$ cat config.mk
export PLATFORM = sky130hd
export DESIGN_NAME = rational_arith_reduce_flat
export DESIGN_NICKNAME = d
export VERILOG_FILES = /design/src/hw/rtl/rar_pkg.sv /design/src/hw/rtl/rar_req_if.sv /design/src/hw/rtl/rar_rsp_if.sv /design/src/hw/rtl/rar_ctrl.sv /design/src/hw/rtl/rar_dp.sv /design/src/hw/rtl/rational_arith_reduce.sv /design/src/flat_wrapper.sv
export SDC_FILE = /design/constraint.sdc
export NUM_CORES = 2
export LEC_CHECK = 0
export ABC_CLOCK_PERIOD_IN_PS = 8700
export BUFFER_PORTS_ARGS = -buffer_cell sky130_fd_sc_hd__buf_2
export CAP_MARGIN = 20
export CORE_UTILIZATION = 50
export CTS_CLUSTER_DIAMETER = 200
export DETAILED_ROUTE_END_ITERATION = 8
export GPL_TIMING_DRIVEN = 1
export PLACE_DENSITY = 0.67
export SYNTH_ARGS = -nofsm -noshare
export SYNTH_HDL_FRONTEND = slang
export SYNTH_SLANG_ARGS = --single-unit
$ cat constraint.sdc
create_clock -name clk -period 8.7 [get_ports clk]
set_input_delay 2.61 -clock clk [delete_from_list [all_inputs] [get_ports clk]]
set_output_delay 2.61 -clock clk [all_outputs]
set_load 0.05 [all_outputs]
$ cat src/hw/rtl/rar_pkg.sv
package rar_pkg;

    localparam int OPERAND_WIDTH_DEF = 16;

    typedef enum logic [1:0] {
        FUNC_ADD = 2'd0,
        FUNC_SUB = 2'd1,
        FUNC_MUL = 2'd2,
        FUNC_DIV = 2'd3
    } func_t;

    typedef enum logic [2:0] {
        ST_IDLE,
        ST_MUL,
        ST_FIX,
        ST_CHK,
        ST_GCD,
        ST_DIVN,
        ST_DIVD,
        ST_LOAD
    } state_t;

    typedef struct packed {
        logic       in_load;
        logic       mul_en;
        logic [1:0] mul_sel;
        logic       fix_en;
        logic       gcd_init;
        logic       gcd_step;
        logic       div_init;
        logic       div_den;
        logic       div_step;
        logic       out_load;
    } cmd_t;

    typedef struct packed {
        logic pass;
        logic gcd_done;
        logic div_done;
        logic out_free;
    } status_t;

endpackage

$ cat src/hw/rtl/rar_req_if.sv
interface rar_req_if #(
    parameter int OPERAND_WIDTH = rar_pkg::OPERAND_WIDTH_DEF
);
    logic                            valid;
    logic                            ready;
    logic [1:0]                      func;
    logic signed [OPERAND_WIDTH-1:0] a_num;
    logic [OPERAND_WIDTH-1:0]        a_den;
    logic signed [OPERAND_WIDTH-1:0] b_num;
    logic [OPERAND_WIDTH-1:0]        b_den;

    modport source (output valid, func, a_num, a_den, b_num, b_den, input ready);
    modport sink (input valid, func, a_num, a_den, b_num, b_den, output ready);
endinterface

$ cat src/hw/rtl/rar_rsp_if.sv
interface rar_rsp_if #(
    parameter int OPERAND_WIDTH = rar_pkg::OPERAND_WIDTH_DEF
);
    logic                              valid;
    logic                              ready;
    logic signed [2*OPERAND_WIDTH:0]   res_num;
    logic [2*OPERAND_WIDTH-1:0]        res_den;
    logic                              undefined;

    modport source (output valid, res_num, res_den, undefined, input ready);
    modport sink (input valid, res_num, res_den, undefined, output ready);
endinterface

$ cat src/hw/rtl/rar_ctrl.sv
module rar_ctrl (
    input  logic            clk,
    input  logic            rst_n,
    input  logic            req_valid,
    output logic            req_ready,
    input  rar_pkg::status_t status,
    output rar_pkg::cmd_t   cmd
);

    rar_pkg::state_t state_reg, state_next;
    logic [1:0] cnt_reg, cnt_next;

    always_ff @(posedge clk or negedge rst_n)
    begin
        if (!rst_n)
        begin
            state_reg <= rar_pkg::ST_IDLE;
            cnt_reg   <= 2'd0;
        end
        else
        begin
            state_reg <= state_next;
            cnt_reg   <= cnt_next;
        end
    end

    always_comb
    begin
        state_next  = state_reg;
        cnt_next    = cnt_reg;
        cmd         = '0;
        cmd.mul_sel = cnt_reg;
        req_ready   = 1'b0;
        case (state_reg)
            rar_pkg::ST_IDLE:
            begin
                req_ready = 1'b1;
                if (req_valid)
                begin
                    cmd.in_load = 1'b1;
                    cnt_next    = 2'd0;
                    state_next  = rar_pkg::ST_MUL;
                end
            end
            rar_pkg::ST_MUL:
            begin
                cmd.mul_en = 1'b1;
                cnt_next   = cnt_reg + 2'd1;
                if (cnt_reg == 2'd3)
                begin
                    state_next = rar_pkg::ST_FIX;
                end
            end
            rar_pkg::ST_FIX:
            begin
                cmd.fix_en = 1'b1;
                state_next = rar_pkg::ST_CHK;
            end
            rar_pkg::ST_CHK:
            begin
                if (status.pass)
                begin
                    state_next = rar_pkg::ST_LOAD;
                end
                else
                begin
                    cmd.gcd_init = 1'b1;
                    state_next   = rar_pkg::ST_GCD;
                end
            end
            rar_pkg::ST_GCD:
            begin
                if (status.gcd_done)
                begin
                    cmd.div_init = 1'b1;
                    state_next   = rar_pkg::ST_DIVN;
                end
                else
                begin
                    cmd.gcd_step = 1'b1;
                end
            end
            rar_pkg::ST_DIVN:
            begin
                cmd.div_step = 1'b1;
                if (status.div_done)
                begin
                    state_next = rar_pkg::ST_DIVD;
                end
            end
            rar_pkg::ST_DIVD:
            begin
                if (!cmd.div_init && status.div_done)
                begin
                    cmd.div_step = 1'b1;
                    state_next   = rar_pkg::ST_LOAD;
                end
                else
                begin
                    cmd.div_step = 1'b1;
                end
            end
            rar_pkg::ST_LOAD:
            begin
                if (status.out_free)
                begin
                    cmd.out_load = 1'b1;
                    state_next   = rar_pkg::ST_IDLE;
                end
            end
            default:
            begin
                state_next = rar_pkg::ST_IDLE;
            end
        endcase
        // The denominator division starts on the cycle after the numerator one ends.
        if (state_reg == rar_pkg::ST_DIVN && status.div_done)
        begin
            cmd.div_step = 1'b1;
        end
        if (state_reg == rar_pkg::ST_DIVD && cnt_reg == 2'd0)
        begin
            cmd.div_init = 1'b1;
            cmd.div_den  = 1'b1;
            cmd.div_step = 1'b0;
            cnt_next     = 2'd1;
            state_next   = rar_pkg::ST_DIVD;
        end
    end

endmodule

$ cat src/hw/rtl/rar_dp.sv
module rar_dp #(
    parameter int OPERAND_WIDTH = rar_pkg::OPERAND_WIDTH_DEF
) (
    input  logic            clk,
    input  logic            rst_n,
    rar_req_if.sink         req,
    rar_rsp_if.source       rsp,
    input  rar_pkg::cmd_t   cmd,
    output rar_pkg::status_t status
);

    localparam int W  = OPERAND_WIDTH;
    localparam int NB = 2 * W + 2;
    localparam int MW = 2 * W + 1;
    localparam int KW = $clog2(MW + 1);
    localparam int CW = $clog2(MW);

    rar_pkg::func_t       op_reg;
    logic signed [W-1:0]  an_reg, bn_reg;
    logic [W-1:0]         ad_reg, bd_reg;
    logic signed [NB-1:0] prod_reg [4];
    logic signed [NB-1:0] num_reg, den_reg;
    logic [MW-1:0]        gx_reg, gy_reg, g_reg, q_reg, qn_reg;
    logic [MW:0]          rem_reg;
    logic [KW-1:0]        k_reg;
    logic [CW-1:0]        cnt_reg;
    logic                 out_valid_reg;
    logic signed [MW-1:0] res_num_reg;
    logic [2*W-1:0]       res_den_reg;

    logic signed [W:0]    mul_a, mul_b;
    logic signed [NB-1:0] mul_p;
    logic signed [NB-1:0] num_next, den_next;
    logic [MW-1:0]        mag;
    logic [MW:0]          trial;
    logic [MW-1:0]        g_next;

    always_comb
    begin
        case (cmd.mul_sel)
            2'd0:    begin mul_a = {an_reg[W-1], an_reg}; mul_b = {1'b0, bd_reg}; end
            2'd1:    begin mul_a = {1'b0, ad_reg}; mul_b = {bn_reg[W-1], bn_reg}; end
            2'd2:    begin mul_a = {an_reg[W-1], an_reg}; mul_b = {bn_reg[W-1], bn_reg}; end
            default: begin mul_a = {1'b0, ad_reg}; mul_b = {1'b0, bd_reg}; end
        endcase
        mul_p = mul_a * mul_b;
    end

    always_comb
    begin
        case (op_reg)
            rar_pkg::FUNC_ADD: num_next = prod_reg[0] + prod_reg[1];
            rar_pkg::FUNC_SUB: num_next = prod_reg[0] - prod_reg[1];
            rar_pkg::FUNC_MUL: num_next = prod_reg[2];
            default:           num_next = prod_reg[0];
        endcase
        den_next = (op_reg == rar_pkg::FUNC_DIV) ? prod_reg[1] : prod_reg[3];
        if (den_next < 0)
        begin
            num_next = -num_next;
            den_next = -den_next;
        end
    end

    assign mag    = num_reg[NB-1] ? MW'(-num_reg) : MW'(num_reg);
    assign trial  = {rem_reg[MW-1:0], q_reg[MW-1]} - {1'b0, g_reg};
    assign g_next = gy_reg << k_reg;

    assign status.pass     = (num_reg == '0) || (den_reg == '0);
    assign status.gcd_done = (gx_reg == '0);
    assign status.div_done = (cnt_reg == CW'(MW - 1));
    assign status.out_free = !out_valid_reg || rsp.ready;

    always_ff @(posedge clk)
    begin
        if (cmd.in_load)
        begin
            op_reg <= rar_pkg::func_t'(req.func);
            an_reg <= req.a_num;
            ad_reg <= req.a_den;
            bn_reg <= req.b_num;
            bd_reg <= req.b_den;
        end
        if (cmd.mul_en)
        begin
            prod_reg[cmd.mul_sel] <= mul_p;
        end
        if (cmd.fix_en)
        begin
            num_reg <= num_next;
            den_reg <= den_next;
        end
        if (cmd.gcd_init)
        begin
            gx_reg <= mag;
            gy_reg <= MW'(den_reg);
            k_reg  <= '0;
        end
        else if (cmd.gcd_step)
        begin
            if (!gx_reg[0] && !gy_reg[0])
            begin
                gx_reg <= gx_reg >> 1;
                gy_reg <= gy_reg >> 1;
                k_reg  <= k_reg + KW'(1);
            end
            else if (!gx_reg[0])
            begin
                gx_reg <= gx_reg >> 1;
            end
            else if (!gy_reg[0])
            begin
                gy_reg <= gy_reg >> 1;
            end
            else if (gx_reg >= gy_reg)
            begin
                gx_reg <= gx_reg - gy_reg;
            end
            else
            begin
                gy_reg <= gy_reg - gx_reg;
            end
        end
        if (cmd.div_init)
        begin
            rem_reg <= '0;
            cnt_reg <= '0;
            if (cmd.div_den)
            begin
                qn_reg <= q_reg;
                q_reg  <= MW'(den_reg);
            end
            else
            begin
                g_reg <= g_next;
                q_reg <= mag;
            end
        end
        else if (cmd.div_step)
        begin
            cnt_reg <= cnt_reg + CW'(1);
            if (!trial[MW])
            begin
                rem_reg <= trial;
                q_reg   <= {q_reg[MW-2:0], 1'b1};
            end
            else
            begin
                rem_reg <= {rem_reg[MW-1:0], q_reg[MW-1]};
                q_reg   <= {q_reg[MW-2:0], 1'b0};
            end
        end
        if (cmd.out_load)
        begin
            if (status.pass)
            begin
                res_num_reg <= MW'(num_reg);
                res_den_reg <= (2*W)'(den_reg);
            end
            else
            begin
                res_num_reg <= num_reg[NB-1] ? -qn_reg : qn_reg;
                res_den_reg <= (2*W)'(q_reg);
            end
        end
    end

    always_ff @(posedge clk or negedge rst_n)
    begin
        if (!rst_n)
        begin
            out_valid_reg <= 1'b0;
        end
        else if (cmd.out_load)
        begin
            out_valid_reg <= 1'b1;
        end
        else if (rsp.ready)
        begin
            out_valid_reg <= 1'b0;
        end
    end

    assign rsp.valid     = out_valid_reg;
    assign rsp.res_num   = res_num_reg;
    assign rsp.res_den   = res_den_reg;
    assign rsp.undefined = (res_den_reg == '0);

endmodule

$ cat src/hw/rtl/rational_arith_reduce.sv
// Rational arithmetic unit: adds, subtracts, multiplies or divides two fractions and
// reduces the result to lowest terms.
// The req channel carries one item: func, a_num, a_den, b_num and b_den. The rsp channel
// returns one item per request: res_num, res_den and undefined (set when res_den is zero).
// Items are taken one at a time; req.ready is high only while the unit is idle.
// When the raw numerator or denominator is zero, the pair passes unreduced. Otherwise the
// unit runs binary GCD steps on the magnitudes and then two restoring divisions by the
// GCD, one quotient bit per cycle, that yield the reduced numerator and denominator.
// One shared multiplier forms the four products in turn.
// The result sits in an output register, so the next request is taken while the
// previous result waits; a stalled rsp only holds up the unit once a new result is due.
// Reset clears the controller and the output valid flag; no item is in flight after it.
module rational_arith_reduce #(
    parameter int OPERAND_WIDTH = rar_pkg::OPERAND_WIDTH_DEF
) (
    input logic       clk,
    input logic       rst_n,
    rar_req_if.sink   req,
    rar_rsp_if.source rsp
);

    rar_pkg::cmd_t    cmd;
    rar_pkg::status_t status;
    logic             ctrl_ready;

    rar_ctrl u_ctrl (
        .clk       (clk),
        .rst_n     (rst_n),
        .req_valid (req.valid),
        .req_ready (ctrl_ready),
        .status    (status),
        .cmd       (cmd)
    );

    rar_dp #(
        .OPERAND_WIDTH (OPERAND_WIDTH)
    ) u_dp (
        .clk    (clk),
        .rst_n  (rst_n),
        .req    (req),
        .rsp    (rsp),
        .cmd    (cmd),
        .status (status)
    );

    assign req.ready = ctrl_ready;

endmodule

$ cat src/flat_wrapper.sv
// flat-port wrapper written by rule: the top's interface ports become plain ports
module rational_arith_reduce_flat 
#(
    parameter int OPERAND_WIDTH = rar_pkg::OPERAND_WIDTH_DEF
)
  (clk, rst_n, req_valid, req_func, req_a_num, req_a_den, req_b_num, req_b_den, req_ready, rsp_valid, rsp_res_num, rsp_res_den, rsp_undefined, rsp_ready);
  rar_req_if #(.OPERAND_WIDTH(OPERAND_WIDTH)) req_i ();
  rar_rsp_if #(.OPERAND_WIDTH(OPERAND_WIDTH)) rsp_i ();
  input logic clk;
  input logic rst_n;
  input wire logic [$bits(req_i.valid)-1:0] req_valid;
  input wire logic [$bits(req_i.func)-1:0] req_func;
  input wire logic [$bits(req_i.a_num)-1:0] req_a_num;
  input wire logic [$bits(req_i.a_den)-1:0] req_a_den;
  input wire logic [$bits(req_i.b_num)-1:0] req_b_num;
  input wire logic [$bits(req_i.b_den)-1:0] req_b_den;
  output wire logic [$bits(req_i.ready)-1:0] req_ready;
  output wire logic [$bits(rsp_i.valid)-1:0] rsp_valid;
  output wire logic [$bits(rsp_i.res_num)-1:0] rsp_res_num;
  output wire logic [$bits(rsp_i.res_den)-1:0] rsp_res_den;
  output wire logic [$bits(rsp_i.undefined)-1:0] rsp_undefined;
  input wire logic [$bits(rsp_i.ready)-1:0] rsp_ready;
  assign req_i.valid = req_valid;
  assign req_i.func = req_func;
  assign req_i.a_num = req_a_num;
  assign req_i.a_den = req_a_den;
  assign req_i.b_num = req_b_num;
  assign req_i.b_den = req_b_den;
  assign req_ready = req_i.ready;
  assign rsp_valid = rsp_i.valid;
  assign rsp_res_num = rsp_i.res_num;
  assign rsp_res_den = rsp_i.res_den;
  assign rsp_undefined = rsp_i.undefined;
  assign rsp_i.ready = rsp_ready;
  rational_arith_reduce #(.OPERAND_WIDTH(OPERAND_WIDTH)) u_core (.clk(clk), .rst_n(rst_n), .req(req_i), .rsp(rsp_i));
endmodule
== Word level (Yosys, flattened, before mapping) ==
Memories as Yosys holds them, arrays and structs flattened.
Index checks and enable logic that the tools add are counted.

* Register bits after elaboration: 415
* Word-level logic and storage cells: 152
* Bits of input ports: 70
* Output and inout bits: 68
* Bits in latches: 0
* Memories: 1
* Bits in writable memories: 136
* Bits in read-only memories: 0

{| class="wikitable"
|+ Memories
! name !! depth !! width !! read ports !! clocked after Yosys merged registers in !! wr ports !! line !! text
|-
| u_core.u_dp.prod_reg || 4 || 34 || 4 || 0 || 1 || rar_dp.sv:21 || <nowiki>logic signed [NB-1:0] prod_reg [4];</nowiki>
|}

* $add $sub $neg: 12
* Multiplexer cells: 58
* $mul: 1
* Equal/unequal tests: 23
* Bitwise gates (word level): 1
* Order comparisons: 2
* Reduce and logical (&&, ||, !) cells: 31
* Shift operators: 1
* Divide/modulo/power cells: 0

{| class="wikitable"
|+ Operator list
! operator !! number
|-
| $mux W33 || 19
|-
| $mux W34 || 3
|-
| $pmux W34 S3 || 1
|-
| $logic_not A34 Y1 || 2
|-
| $neg A34 Y34 || 2
|-
| $neg A33 Y33 || 2
|-
| $sub A33 B33 Y33 || 2
|-
| $add A34 B34 Y34 || 1
|-
| $lt A34 B1 Y1 const B || 1
|-
| $mul A17 B17 Y34 || 1
|-
| $mux W17 || 2
|-
| $sub A34 B33 Y34 || 1
|-
| $sub A34 B34 Y34 || 1
|-
| $ge A33 B33 Y1 || 1
|-
| $logic_not A33 Y1 || 1
|-
| $shl A33 B6 Y33 || 1
|-
| $logic_not A32 Y1 || 1
|-
| $mux W32 || 1
|-
| $mux W3 || 8
|-
| $pmux W3 S8 || 1
|-
| $mux W1 || 18
|-
| $add A6 B1 Y6 const B || 2
|-
| $eq A3 B3 Y1 const B || 4
|-
| $ne A3 B2 Y1 const B || 4
|-
| other kinds (23) || 49
|}

== Longest topological paths before layout ==
* Word-level depth: 7
* Depth in mapped cells: 31
* Gate-level depth less buffers: 30

== Worst setup path before layout ==
Ideal clock, no wire load.

* Path kind: register -> register
* From: register u_core.u_ctrl.cnt_reg[0]
* To: memory u_core.u_dp.prod_reg[0][30] in the netlist's numbering (data pin)
* Setup slack: 737 ps
* Stages on the path, launching flop included: 27
* Data arrival time: 7,691 ps
* Path buffers: 3
* Required time: 8,428 ps
* Cells stage by stage: dfrtp_1 inv_1 ha_1 clkbuf_1 clkbuf_1 clkbuf_1 mux2_2 nand2_1 fa_1 fa_1 fa_1 inv_1 fa_1 fa_1 fa_1 ha_1 a21o_1 a21o_1 a21o_1 a21o_1 a21oi_1 a31oi_1 o41ai_1 o31a_1 nand2b_1 a21oi_1 xnor2_1

* Word-level cells in the longest chain between the ends: 4
* Elaborated cells between the ends (all ways): 8
* Those cells by class: mul: 1; eq/ne: 2; mux: 2; reduce/logical: 3

{| class="wikitable"
|+ Ends and longest elaborated chain
! element !! line !! text
|-
| start, declared || rar_ctrl.sv:11 || <nowiki>logic [1:0] cnt_reg, cnt_next;</nowiki>
|-
| start signal, assigned || rar_ctrl.sv:23 || <nowiki>cnt_reg <= cnt_next;</nowiki>
|-
| $eq A2 B2 Y1 (tied with other cells) || rar_dp.sv:40 || <nowiki>case (cmd.mul_sel)</nowiki>
|-
| $reduce_or A2 Y1 (no line) || - ||
|-
| $mux W17 || rar_dp.sv:40 ||
|-
| $mul A17 B17 Y34 * || rar_dp.sv:46 || <nowiki>mul_p = mul_a * mul_b;</nowiki>
|-
| via u_core.u_dp.mul_p[30] || rar_dp.sv:32 || <nowiki>logic signed [NB-1:0] mul_p;</nowiki>
|-
| end, declared || rar_dp.sv:21 ||
|}

The timed path passes the listed nets; every way through them passes the cells marked *.

== Final worst setup path ==
* From: register u_core.u_ctrl.cnt_reg[0]
* To: memory u_core.u_dp.prod_reg[1][33] in the netlist's numbering (data pin)

Same word-level chain as after synthesis.

==> impl_metrics.toml <==
[run_status]
outcome = "finished, final reports clean"

[floorplan]
initial_core_util_pct = 50.4
core-area_sq_um = 88200
pin_count = 138
rows = 109
dieArea_sq_um = 90200
die-width_um = 300
die_h_um = 300

[worst_setup_path]
cp-startpoint = "u_core.u_ctrl.cnt_reg[0]"
critPathMaxFanout = 15
cp-start-kind = "register"
critical_path_required_ps = 9120
end_kind = "register"
cp.arrival_ps = 8590
r2r-start = "u_core.u_ctrl.cnt_reg[0]"
r2r_cells = 27
critical_path_class = "reg2reg"

[finish]
antenna_cells = 0
drive_gt1_share_pct = 10.1
post-route-cell-area_sq_um = 48700
area_growth_pct = 9.59
largest_reg_flops = 136
nFillCells = 7674
layout.nets = 5163
fin_util_pct = 55.2
fin_cells = 5778

[timing]
fin_skew_ps = 37.1
rsz0062_at_grt = "no"
maxSlewViolCount = 0
hold_violations = 0
fin_crit_ps = 8170
final-setup-viol-count = 0
finalCritPeriodShare_pct = 94.0
fmax_mhz = 122
relSlewSlack_pct = 22.0
worst_slew_pin_slew_ps = 1170
totalNegativeSetupSlack_ps = 0

[drt]
first_pass_iters = 5
via_count = 33900
wirelength_um = 127000
via_per_inst = 5.87
drc = 0
wire_per_inst_um = 22.0
ant_nets = 0
drt_iter0_markers = 2901

[synthesis]
synth_edf_count = 500
syn_area_per_cell_sq_um = 9.93
netlist_instances = 4477
yosysWarnings = 0
synth_top_area_share_pct = 33.8
yosysUniqueCellTypes = 79
synthTopCellsByArea = "edfxtp_1, fa_1, ha_1, nor2_1, inv_1"
async_flop_share_pct = 1.09
yosysTopAreaCell = "edfxtp_1"
syn-cell-area_sq_um = 44500
ys_seq_area_share_pct = 36.1
ys_ff_latch = 551
syn-num-nets = 5076
ys_top_cells_by_count = "edfxtp_1, nor2_1, inv_1"
synth.most_common_cell = "edfxtp_1"
ys.flop_type = "edfxtp_1"

[clock_tree]
htreeDepth = 3
root_buffer = "clkbuf_16"
cts.sinks = 551
clk_pin_slew_ps = 80
hold_buffers = 0
clk_latency_ps = 650
cts_tree = "built"
numCtsBuffers = 66
cts-resized-gates = 0
post_cts_buffers = 0
cts.path.max_buffers = 3

[job]
cap_violations = 0

[grt]
first_global_vias = 33100
grt_first_pass_wirelength_um = 195000
gr-total-overflow = 0
grt_usage_pct = 28.2
antenna_found_initial = 2
grt_max_degree = 87

[placed_design]
dp_hpwl_um = 99500
gp_congestion = 0.982
place_area_sq_um = 46500
dp_cells = 5661
port_buffers = 137

[min_path]
whs_path_depth = 0
min-delay-start = "u_core.u_dp.q_reg[7]"
hold_path_class = "reg2reg"
[metrics by stage]
step / setup WS (ps) / hold slack, ps
floorplan: 737 / 445
CTS: 489 / 483
detailed placement: 515 / 471
finish: 525 / 485
global placement: 774 / 465
global route: 7.31 / 501
[cell families after synthesis]
group	Yosys count	synth area share, %
xor+xnor	309	6.08
flops	551	36.1
simple gates	1238	12.6
fa+ha+maj	529	19.9
buf+inv	654	5.59
compound gates	984	14.2
mux	212	5.44
[final timing paths]
kind	endpoint	slack (ps)
max	u_core.u_dp.prod_reg[1][33]	530
min	u_core.u_dp.qn_reg[7]	490
max reg2reg	u_core.u_dp.prod_reg[1][33]	530
min reg2reg	u_core.u_dp.qn_reg[7]	490
max in group asynchronous	u_core.u_ctrl.state_reg[2]	6640
min in group asynchronous	u_core.u_ctrl.cnt_reg[0]	1840
[cell type report]
| class | count | area (sq um) | share of cell area [%] |
|---|---|---|---|
| multi-input cells | 3272 | 26000 | 53.4 |
| flip-flops and latches | 551 | 16100 | 33.0 |
| inverters | 468 | 1760 | 3.60 |
| clock buffers | 84 | 1750 | 3.59 |
| well taps | 1165 | 1460 | 2.99 |
| repair buffers | 205 | 1210 | 2.48 |
| clock inverters | 33 | 475 | 0.975 |
[routing by layer]
metal  part of all wire [%]  vias up  wire (um)  GRT usage, %
li1                       -    15800          -             -
met1                     42    16500      53400          37.7
met2                     46     1299      59100          45.5
met3                    6.6      292       8350          3.59
met4                    5.0        2       6360          13.8
met5                  0.010        -         13             0
[worst max-delay path: stages, from the launching register on]
cell and delay (ps):
dfrtp_1 430, inv_1 90, ha_1 290, nor2_4 530
mux2i_1 830, nor2_1 150, fa_1 560, inv_1 50
fa_1 470, inv_1 50, fa_1 480, fa_1 500
fa_1 500, inv_1 50, fa_1 470, inv_1 40
ha_1 350, and4_1 240, and2_1 170, nand4_1 110
o2111ai_1 330, nand4_1 190, a311oi_1 340, o21a_1 160
nor2_1 60, o21bai_1 130, a21oi_1 90, xnor2_1 270
[cells in the final DEF, fill, tap and decap left out, drive strengths merged, types with 84 or more instances in the layout]
cell / n
a21o: 92
a21oi: 306
buf: 205
clkbuf: 84
edfxtp: 500
fa: 300
ha: 229
inv: 471
mux2i: 119
nand2: 370
nor2: 467
o21ai: 239
xnor2: 156
xor2: 153
Power is not shown: default switching activity piles up to over one toggle a cycle in this logic, so the estimate is an artifact.
